$ cat src/rtl/b64e_pkg.sv
// ----------------------------------------------------------------------------
// b64e_pkg
// Types, constants and the alphabet lookup shared by the encoder modules.
// ----------------------------------------------------------------------------
`default_nettype none

package b64e_pkg;

   localparam logic [6:0] PAD_CHAR = 7'h3D;

   // Position of the next byte within a three-byte group.
   typedef enum logic [1:0] {
      PH_FIRST  = 2'd0,
      PH_SECOND = 2'd1,
      PH_THIRD  = 2'd2
   } phase_type;

   // Characters produced by one byte, handed from the front to the back.
   typedef struct packed {
      logic [3:0][6:0] chars;     // chars[0] goes out first
      logic [1:0]      last_idx;  // index of the final character of the run
      logic            final_msg; // final character also ends the message
   } job_type;

   // Reversed alphabet: index 0 is '/', 1 is '+', then '9'..'0', 'z'..'a', 'Z'..'A'.
   function automatic logic [6:0] symbol_of(input logic [5:0] idx);
      logic [7:0] wide;
      begin
         wide = 8'h00;
         if (idx == 6'd0) begin
            wide = 8'h2F;
         end else if (idx == 6'd1) begin
            wide = 8'h2B;
         end else if (idx < 6'd12) begin
            wide = 8'h3B - {2'b00, idx};
         end else if (idx < 6'd38) begin
            wide = 8'h86 - {2'b00, idx};
         end else begin
            wide = 8'h80 - {2'b00, idx};
         end
         symbol_of = wide[6:0];
      end
   endfunction

endpackage

`default_nettype wire

$ cat src/rtl/b64e_front.sv
// ----------------------------------------------------------------------------
// b64e_front
// Accepts input bytes, tracks the group position and leftover bits, and
// turns each byte into the run of characters it completes.
// ----------------------------------------------------------------------------
`default_nettype none

module b64e_front (
   input  wire logic             clock,
   input  wire logic             reset,
   input  wire logic             byte_valid,
   output logic                  byte_ready,
   input  wire logic [7:0]       data_byte,
   input  wire logic             is_final,
   output logic                  job_push,
   output b64e_pkg::job_type     job_data,
   input  wire logic             job_full
);

   b64e_pkg::phase_type phase_ff, phase_in;
   logic [3:0]          leftover_ff, leftover_in;
   logic                take;

   assign byte_ready = !job_full;
   assign take       = byte_valid && !job_full;
   assign job_push   = take;

   always_ff @(posedge clock) begin
      if (reset) begin
         phase_ff    <= b64e_pkg::PH_FIRST;
         leftover_ff <= 4'd0;
      end else begin
         phase_ff    <= phase_in;
         leftover_ff <= leftover_in;
      end
   end

   // Next group position and leftover bits.
   always_comb begin
      phase_in    = phase_ff;
      leftover_in = leftover_ff;
      if (take) begin
         if (is_final) begin
            phase_in    = b64e_pkg::PH_FIRST;
            leftover_in = 4'd0;
         end else begin
            case (phase_ff)
               b64e_pkg::PH_SECOND: begin
                  phase_in    = b64e_pkg::PH_THIRD;
                  leftover_in = data_byte[3:0];
               end
               b64e_pkg::PH_THIRD: begin
                  phase_in    = b64e_pkg::PH_FIRST;
                  leftover_in = 4'd0;
               end
               default: begin
                  phase_in    = b64e_pkg::PH_SECOND;
                  leftover_in = {2'b00, data_byte[1:0]};
               end
            endcase
         end
      end
   end

   // Characters for the current byte; a final byte flushes and pads the group.
   always_comb begin
      job_data.chars     = {4{b64e_pkg::PAD_CHAR}};
      job_data.last_idx  = 2'd0;
      job_data.final_msg = is_final;
      case (phase_ff)
         b64e_pkg::PH_SECOND: begin
            job_data.chars[0] = b64e_pkg::symbol_of({leftover_ff[1:0], data_byte[7:4]});
            if (is_final) begin
               job_data.chars[1] = b64e_pkg::symbol_of({data_byte[3:0], 2'b00});
               job_data.last_idx = 2'd2;
            end
         end
         b64e_pkg::PH_THIRD: begin
            job_data.chars[0] = b64e_pkg::symbol_of({leftover_ff, data_byte[7:6]});
            job_data.chars[1] = b64e_pkg::symbol_of(data_byte[5:0]);
            job_data.last_idx = 2'd1;
         end
         default: begin
            job_data.chars[0] = b64e_pkg::symbol_of(data_byte[7:2]);
            if (is_final) begin
               job_data.chars[1] = b64e_pkg::symbol_of({data_byte[1:0], 4'b0000});
               job_data.last_idx = 2'd3;
            end
         end
      endcase
   end

endmodule

`default_nettype wire

$ cat src/rtl/b64e_queue.sv
// ----------------------------------------------------------------------------
// b64e_queue
// Two-entry queue of character runs between the front and the back.
// ----------------------------------------------------------------------------
`default_nettype none

module b64e_queue (
   input  wire logic              clock,
   input  wire logic              reset,
   input  wire logic              push,
   input  wire b64e_pkg::job_type push_data,
   output logic                   full,
   output logic                   head_valid,
   output b64e_pkg::job_type      head_data,
   input  wire logic              pop
);

   b64e_pkg::job_type slot_ff [2];
   logic              wr_ptr_ff, wr_ptr_in;
   logic              rd_ptr_ff, rd_ptr_in;
   logic [1:0]        count_ff, count_in;
   logic              do_push, do_pop;

   assign full       = (count_ff == 2'd2);
   assign head_valid = (count_ff != 2'd0);
   assign head_data  = slot_ff[rd_ptr_ff];
   assign do_push    = push && !full;
   assign do_pop     = pop && head_valid;

   always_comb begin
      wr_ptr_in = do_push ? !wr_ptr_ff : wr_ptr_ff;
      rd_ptr_in = do_pop  ? !rd_ptr_ff : rd_ptr_ff;
      count_in  = count_ff;
      if (do_push && !do_pop) begin
         count_in = count_ff + 2'd1;
      end else if (do_pop && !do_push) begin
         count_in = count_ff - 2'd1;
      end
   end

   always_ff @(posedge clock) begin
      if (reset) begin
         wr_ptr_ff <= 1'b0;
         rd_ptr_ff <= 1'b0;
         count_ff  <= 2'd0;
      end else begin
         wr_ptr_ff <= wr_ptr_in;
         rd_ptr_ff <= rd_ptr_in;
         count_ff  <= count_in;
      end
   end

   always_ff @(posedge clock) begin
      if (do_push) begin
         slot_ff[wr_ptr_ff] <= push_data;
      end
   end

endmodule

`default_nettype wire

$ cat src/rtl/b64e_back.sv
// ----------------------------------------------------------------------------
// b64e_back
// Walks the queued character runs and sends one character per word through
// an output register.
// ----------------------------------------------------------------------------
`default_nettype none

module b64e_back (
   input  wire logic              clock,
   input  wire logic              reset,
   input  wire logic              head_valid,
   input  wire b64e_pkg::job_type head_data,
   output logic                   pop,
   output logic                   out_valid,
   input  wire logic              out_ready,
   output logic [6:0]             out_char,
   output logic                   last_char
);

   logic [1:0] idx_ff, idx_in;
   logic       valid_ff, valid_in;
   logic [6:0] char_ff, char_in;
   logic       last_ff, last_in;
   logic       load, at_end;

   // The output register may take a new character when empty or being drained.
   assign load   = !valid_ff || out_ready;
   assign at_end = (idx_ff == head_data.last_idx);
   assign pop    = load && head_valid && at_end;

   always_comb begin
      idx_in   = idx_ff;
      valid_in = valid_ff;
      char_in  = char_ff;
      last_in  = last_ff;
      if (load) begin
         valid_in = head_valid;
         char_in  = head_data.chars[idx_ff];
         last_in  = head_data.final_msg && at_end;
         if (head_valid) begin
            idx_in = at_end ? 2'd0 : idx_ff + 2'd1;
         end
      end
   end

   always_ff @(posedge clock) begin
      if (reset) begin
         idx_ff   <= 2'd0;
         valid_ff <= 1'b0;
      end else begin
         idx_ff   <= idx_in;
         valid_ff <= valid_in;
      end
   end

   always_ff @(posedge clock) begin
      char_ff <= char_in;
      last_ff <= last_in;
   end

   assign out_valid = valid_ff;
   assign out_char  = char_ff;
   assign last_char = last_ff;

endmodule

`default_nettype wire

$ cat src/rtl/base64_stream_encoder.sv
// Streaming base64 encoder with a reversed alphabet ('/', '+', '9'..'0', 'z'..'a',
// 'Z'..'A'). Each accepted byte produces the characters it completes: one for the
// first and second byte of a group and two for the third; a byte with tlast set
// flushes the leftover bits and pads the group to four characters with '=', the
// final character carrying tlast, and the next byte starts a new message. One
// character leaves per cycle while rsp_tready is high, so the output channel sets
// the sustained rate; a single byte yields one to four characters. A two-entry
// queue between the byte front end and the character back end lets the input
// keep flowing while characters drain. The first character of a byte is written
// into the queue when the byte is accepted and is presented once it heads the
// queue and the output register is empty or being drained.
// ----------------------------------------------------------------------------
// base64_stream_encoder
// Top level: byte front end, run queue and character back end.
// ----------------------------------------------------------------------------
`default_nettype none

module base64_stream_encoder (
   input  wire logic       clock,
   input  wire logic       reset,
   input  wire logic       req_tvalid,
   output logic            req_tready,
   input  wire logic [7:0] req_tdata,   // [7:0] data_byte
   input  wire logic       req_tlast,   // is_final
   output logic            rsp_tvalid,
   input  wire logic       rsp_tready,
   output logic [7:0]      rsp_tdata,   // [6:0] out_char, [7] zero
   output logic            rsp_tlast    // last_char
);

   b64e_pkg::job_type push_data, head_data;
   logic              push, full, head_valid, pop;
   logic [6:0]        out_char;

   b64e_front u_front (
      .clock      (clock),
      .reset      (reset),
      .byte_valid (req_tvalid),
      .byte_ready (req_tready),
      .data_byte  (req_tdata),
      .is_final   (req_tlast),
      .job_push   (push),
      .job_data   (push_data),
      .job_full   (full)
   );

   b64e_queue u_queue (
      .clock      (clock),
      .reset      (reset),
      .push       (push),
      .push_data  (push_data),
      .full       (full),
      .head_valid (head_valid),
      .head_data  (head_data),
      .pop        (pop)
   );

   b64e_back u_back (
      .clock      (clock),
      .reset      (reset),
      .head_valid (head_valid),
      .head_data  (head_data),
      .pop        (pop),
      .out_valid  (rsp_tvalid),
      .out_ready  (rsp_tready),
      .out_char   (out_char),
      .last_char  (rsp_tlast)
   );

   assign rsp_tdata = {1'b0, out_char};

endmodule

`default_nettype wire

$ cat config.mk
export PLATFORM = sky130hd
export DESIGN_NAME = base64_stream_encoder
export DESIGN_NICKNAME = d
export VERILOG_FILES = /design/src/rtl/b64e_pkg.sv /design/src/rtl/b64e_front.sv /design/src/rtl/b64e_queue.sv /design/src/rtl/b64e_back.sv /design/src/rtl/base64_stream_encoder.sv
export SDC_FILE = /design/constraint.sdc
export NUM_CORES = 1
export LEC_CHECK = 0
export BUFFER_PORTS_ARGS = -buffer_cell sky130_fd_sc_hd__buf_2
export CAP_MARGIN = 40
export CORE_ASPECT_RATIO = 0.5
export CORE_MARGIN = 2
export CORE_UTILIZATION = 62
export DETAILED_ROUTE_END_ITERATION = 7
export PLACE_DENSITY = 0.76
export SLEW_MARGIN = 10
export SYNTH_ARGS = -nofsm -noshare
export SYNTH_HDL_FRONTEND = slang
export SYNTH_HIERARCHICAL = 1
export SYNTH_SLANG_ARGS = --single-unit
$ cat constraint.sdc
create_clock -name clock -period 3.1 [get_ports clock]
set_input_delay 0.465 -clock clock [delete_from_list [all_inputs] [get_ports clock]]
set_output_delay 0.465 -clock clock [all_outputs]
set_load 0.1 [all_outputs]
==> out/qor.txt, run 1 <==
Fill count: 654
Hold Slack: 0.4857 ns
Clk sinks: 84
DRT Wirelength: 11520 µm
DRC: 0
End-of-flow core utilization: 0.6961
# hold bufs at CTS: 0
PostCTS Resize Cnt: 0
Worst hold path type: primary input to register
Register area share after synthesis: 0.4287
Area fraction of the dominant cell type after synthesis: 0.3783
Final worst path period share: 0.9085
Max VDD drop: 0.0006844 V
Outcome: complete, no violations
DRT iter0 DRCs: 319
Num CTS Buffers: 9
Largest net degree at the start of global routing: 32
Post-synth top area cell: edfxtp_1
Initial antenna violation count: 0
Synth area leaders: edfxtp_1 38%, ha_1 8.1%, mux2_2 6.5%
Min Tclk post-route: 2.816 ns
Vias per Instance: 5.904
CP max FO: 8
Pwr dens: 722.1 mW/mm²
Starting Density: 0.6381
Worst-path clk slew: 0.06 ns
CTS tree: built
Chip height: 70.94 µm
Syn_area_per_cell: 10.52 µm²
Synth Register Bits: 84
Inst Count DP: 661
Mapped Area: 0.005557 mm²
Detailed placement HPWL: 8227 µm
Synth cell types: 72
Clock Tree Root: clkbuf_16
Worst Path Arrival: 2.88 ns
Final max-slew violation count: 0
MaxCap Viol Count: 0
RSZ-0062 raised after global routing: false
Final Hold Violating Endpoints: 0
Max Freq: 355.1 MHz
H-tree depth: 3
Count leader, synth: edfxtp_1
CTS Buffer Depth: 2
Syn Inst Count: 528
Ys flop type: edfxtp_1
Total GRT Usage: 0.2504
Slew HR: 0.6647
Syn-to-layout area delta: 9.097%
Final nets: 605
Skew final: 0.008774 ns
Overflow after GRT: 0
Final cell count without fillers: 677
Ys Warns: 6
Crit end category: register
Crit start category: register
Final setup viols: 0
Kind of critical path: register to register
Vias in the first global route: 3796
Worst reg-to-reg setup slack: 0.28 ns
Core Region: 0.008708 mm²
Antenna diodes: 0
Setup_tns: 0 ns
Leak pwr: 2.322 nW
Row count: 24
Routed len/inst: 17.02 µm
# IOs: 24
EDFF count, synth: 70
Die Footprint: 0.009781 mm²
Final GP Congestion: 0.9648
Via count: 3997
Top cells by count, synth: 70 x edfxtp_1, 49 x nand2_1, 36 x ha_1
Drt pass-1 iters: 5
Worst EP required: 3.16 ns
Die W: 137.9 µm
First-pass GRT wire length: 18790 µm
Share of cells above drive strength 1: 0.2018
Port bufs: 22
Synth async-reset ratio: 0
Clk_lat worst skew: 0.33 ns
Worst Max-Slew Pin Slew: 0.5006 ns
Post-CTS setup buffers: 0
Final ANT Viol Nets: 0
[routing by layer]
layer,track usage,wire length [µm],up-vias
met5,0,0,-
met1,0.3607,5532,1895
met3,0.04659,529,19
met4,0.08050,213,0
met2,0.3867,5249,123
li1,-,-,1960
[placed cells by master, fill, tap and decap left out, types with 11 or more instances in the layout]
| cell | count |
|---|---|
| buf_2 | 22 |
| nor2_1 | 35 |
| edfxtp_1 | 70 |
| dfxtp_1 | 14 |
| mux2_2 | 32 |
| nand2_1 | 49 |
| o21ai_0 | 33 |
| conb_1 | 15 |
| a21oi_1 | 31 |
| buf_4 | 25 |
| nand3_1 | 11 |
| o211ai_1 | 12 |
| xnor2_1 | 13 |
| ha_1 | 36 |
| inv_1 | 24 |
[area by class of cell]
| type | instances | area (µm²) | area share |
|---|---|---|---|
| clock buffer | 9 | 225.2 | 0.03715 |
| clock inverter | 7 | 73.82 | 0.01218 |
| inverter | 25 | 93.84 | 0.01548 |
| multi-input combinational | 388 | 2843 | 0.4689 |
| sequential | 84 | 2382 | 0.3930 |
| tap | 117 | 146.4 | 0.02415 |
| timing repair buffer | 47 | 297.8 | 0.04912 |
[cell families (layout without fill, tap and decap cells)]
family / count (synthesis) / after routing / synth area share
simple gates: 145 / 145 / 0.1274
compound gates: 125 / 125 / 0.1509
flops: 84 / 84 / 0.4287
buf+inv: 68 / 88 / 0.06778
mux: 45 / 45 / 0.1054
fa+ha+maj: 37 / 37 / 0.08467
xor+xnor: 21 / 21 / 0.03310
other cells: 3 / 15 / 0.002026
[power breakdown]
group	switching (mW)	internal [mW]
registers	0.0880	1.57
logic	1.14	0.531
clock network	0.419	0.627
total	1.65	2.73
[sequential cells by signal, indices dropped and copies added, names as in the netlist, named ones only]
register,count
u_queue/slot_ff,62
u_back/out_valid,1
u_front/leftover_ff,4
u_queue/rd_ptr_ff,1
u_queue/count_ff,2
u_back/idx_ff,2
u_back/out_char,7
u_front/phase_ff,2
u_queue/wr_ptr_ff,1
u_back/last_char,1
[path summary, 6_finish.rpt]
path / end / from / cells past startpoint
worst max-delay path: u_queue/slot_ff[0][9] / u_front/leftover_ff[0] / 10
worst min-delay path: u_front/phase_ff[1] / reset / 2
worst max register to register: u_queue/slot_ff[0][9] / u_front/leftover_ff[0] / 10
worst min register to register: u_queue/wr_ptr_ff / u_queue/wr_ptr_ff / 2
[metrics by stage]
stage	total power, mW	worst slack (ns)	instance area, µm²
6_report	4.377	0.2836	6062
5_1_grt	4.593	0.08940	6062
4_1_cts	4.400	0.3532	6062
3_5_place_dp	3.337	0.2899	5763
3_3_place_gp	3.293	0.3511	5763
2_1_floorplan	3.004	0.1034	5602
[worst max-delay path, stage by stage, from the launching register on]
cell      delay, ns
dfxtp_1        0.52
inv_1          0.15
ha_1           0.28
a211oi_2       0.32
a21oi_1        0.07
ha_1           0.20
o21ai_0        0.18
a21oi_1        0.13
o211ai_1       0.19
a41oi_1        0.08
a31oi_1        0.43
Power figures use the tool's default switching activity.
==> run 2: changes to the inputs <==
--- a/config.mk
+++ b/config.mk
@@ -10,8 +10,9 @@
 export CORE_ASPECT_RATIO = 0.5
 export CORE_MARGIN = 2
 export CORE_UTILIZATION = 62
+export CTS_CLUSTER_DIAMETER = 40
 export DETAILED_ROUTE_END_ITERATION = 7
-export PLACE_DENSITY = 0.76
+export PLACE_DENSITY = 0.8
 export SLEW_MARGIN = 10
 export SYNTH_ARGS = -nofsm -noshare
 export SYNTH_HDL_FRONTEND = slang
==> run 2 against run 1 <==
Compared with the run above: fmax up 4.4%; sequential share of layout area up 0.089 points; global-route usage about the same; register-to-register slack better by 0.12 ns; hold slack worse by 0.0026 ns; critical path depth unchanged; die area unchanged; sequential power about the same; sequential cell count unchanged.
==> out/qor.txt, run 2 (same netlist as run 1, synthesis figures left out) <==
Outcome: complete, no violations (unchanged)
MaxCap Viol Count: 0 (unchanged)
Final setup viols: 0 (unchanged)
Fin area: 0.006048 mm² (was 0.006062 mm²)
Largest net degree at the start of global routing: 32 (unchanged)
Worst Max-Slew Pin Slew: 0.5181 ns (was 0.5006 ns)
Worst Path Arrival: 2.79 ns (was 2.88 ns)
Crit start category: register (unchanged)
Clock Tree Root: clkbuf_16 (unchanged)
Total GRT Usage: 0.2505 (was 0.2504)
Worst EP required: 3.19 ns (was 3.16 ns)
Leak pwr: 2.319 nW (was 2.322 nW)
Skew final: 0.009870 ns (was 0.008774 ns)
DRT Wirelength: 11610 µm (was 11520 µm)
Final nets: 604 (was 605)
H-tree depth: 3 (unchanged)
Commonest non-fill, non-tap cells in the layout: 70 x edfxtp_1, 49 x nand2_1, 36 x ha_1 (unchanged)
Post-CTS setup buffers: 0 (unchanged)
PostCTS Resize Cnt: 0 (unchanged)
RSZ-0062 raised after global routing: false (unchanged)
CP max-delay cell: dfxtp_1 (unchanged)
DRC: 0 (unchanged)
Pwr dens: 719.3 mW/mm² (was 722.1 mW/mm²)
Syn-to-layout area delta: 8.849% (was 9.097%)
Buf/Inv on CP: 1 (unchanged)
Min Tclk post-route: 2.697 ns (was 2.816 ns)
Top delay family on crit path: compound AO/OA/AOI/OAI gates (unchanged)
Share of cells above drive strength 1: 0.2021 (was 0.2018)
CTS tree: built (unchanged)
Drt pass-1 iters: 6 (was 5)
CTS Buffer Depth: 2 (unchanged)
Slowest Stage Delay on Critical Path: 0.51 ns (was 0.52 ns)
Antenna diodes: 0 (unchanged)
DP Area: 0.005756 mm² (was 0.005763 mm²)
Storage element area: 0.002382 mm² (unchanged)
# IOs: 24 (unchanged)
Final max-slew violation count: 0 (unchanged)
Num CTS Buffers: 9 (unchanged)
Final worst path period share: 0.8701 (was 0.9085)
Vias per Instance: 6.034 (was 5.904)
Final GP Congestion: 0.8912 (was 0.9648)
Clk_lat worst skew: 0.34 ns (was 0.33 ns)
DRT iter0 DRCs: 391 (was 319)
Largest Register: u_queue/slot_ff (unchanged)
Final Hold Violating Endpoints: 0 (unchanged)
Routed len/inst: 17.18 µm (was 17.02 µm)
Setup_tns: 0 ns (unchanged)
Detailed placement HPWL: 8332 µm (was 8227 µm)
Row count: 24 (unchanged)
Kind of critical path: register to register (unchanged)
Vias in the first global route: 3839 (was 3796)
Worst hold path type: primary input to register (unchanged)
# hold bufs at CTS: 0 (unchanged)
First-pass GRT wire length: 18870 µm (was 18790 µm)
Core Region: 0.008708 mm² (unchanged)
Port bufs: 22 (unchanged)
Largest register FFs: 62 (unchanged)
Area of the multi-input gates: 0.002843 mm² (unchanged)
Slew HR: 0.6539 (was 0.6647)
Initial antenna violation count: 0 (unchanged)
Max Freq: 370.7 MHz (was 355.1 MHz)
Worst-path clk slew: 0.07 ns (was 0.06 ns)
Max VDD drop: 0.0006739 V (was 0.0006844 V)
Overflow after GRT: 0 (unchanged)
Via count: 4079 (was 3997)
Crit-path cells: inv_1 -> ha_1 -> a211oi_2 -> a21oi_1 -> ha_1 -> o21ai_0 -> a21oi_1 -> o211ai_1 -> a41oi_1 -> a31oi_1 (unchanged)
Crit end category: register (unchanged)
Chip height: 70.94 µm (unchanged)
Die Footprint: 0.009781 mm² (unchanged)
Final ANT Viol Nets: 0 (unchanged)
Commonest non-fill, non-tap cell in the layout: edfxtp_1 (unchanged)
Die W: 137.9 µm (unchanged)
CP max FO: 8 (unchanged)
Fill count: 650 (was 654)
Starting Density: 0.6381 (unchanged)
End-of-flow core utilization: 0.6945 (was 0.6961)
Clk sinks: 84 (unchanged)
## run 2: changes by cell type in the layout (fill, tap and decap cells not counted)
| cell | change |
|---|---|
| buf_4 | -1 |
| bufinv_16 | -1 |
| clkbuf_16 | +1 |
| clkinv_1 | -1 |
| clkinv_2 | +1 |
| clkinv_4 | -2 |
| inv_4 | +1 |
| inv_6 | +1 |
## run 2: final timing paths
check,depth (start not counted),startpoint,slack (ns),end
setup / recovery,10,u_front/leftover_ff[0],0.40,u_queue/slot_ff[1][9]
hold / removal,2,reset,0.48,u_front/leftover_ff[3]
setup reg to reg,10,u_front/leftover_ff[0],0.40,u_queue/slot_ff[1][9]
hold reg to reg,2,u_front/phase_ff[0],0.49,u_front/phase_ff[0]
## run 2: stage by stage
step                std cells  setup WS (ns)  hold slack, ns  total power, mW
floorplan                 540         0.1034          0.4431            3.004
detailed placement        660         0.2717          0.4714            3.333
global route              676         0.1673          0.4901            4.554
CTS                       676         0.4582          0.4693            4.355
global placement          660         0.3472          0.4665            3.283
finish                    676         0.4027          0.4831            4.350
## run 2: routing by layer
metal / share of wire / wire (µm) / global-route usage
met5: 0 / 0 / 0
met4: 0.014 / 160 / 0.07143
met3: 0.057 / 658 / 0.04229
met2: 0.46 / 5342 / 0.3938
met1: 0.47 / 5450 / 0.3620
## run 2: power by group
| group | internal (mW) | total [mW] | switching, mW |
|---|---|---|---|
| clock network | 0.597 | 1.02 | 0.425 |
| registers | 1.57 | 1.66 | 0.0897 |
| logic | 0.530 | 1.67 | 1.14 |
| total | 2.70 | 4.35 | 1.66 |
## run 2: area by class of cell
class / instances / area share
tap: 117 / 0.02420
inverter: 25 / 0.01552
clock buffer: 10 / 0.04137
timing repair buffer: 46 / 0.04799
clock inverter: 6 / 0.007034
sequential: 84 / 0.3939
multi-input combinational: 388 / 0.4700
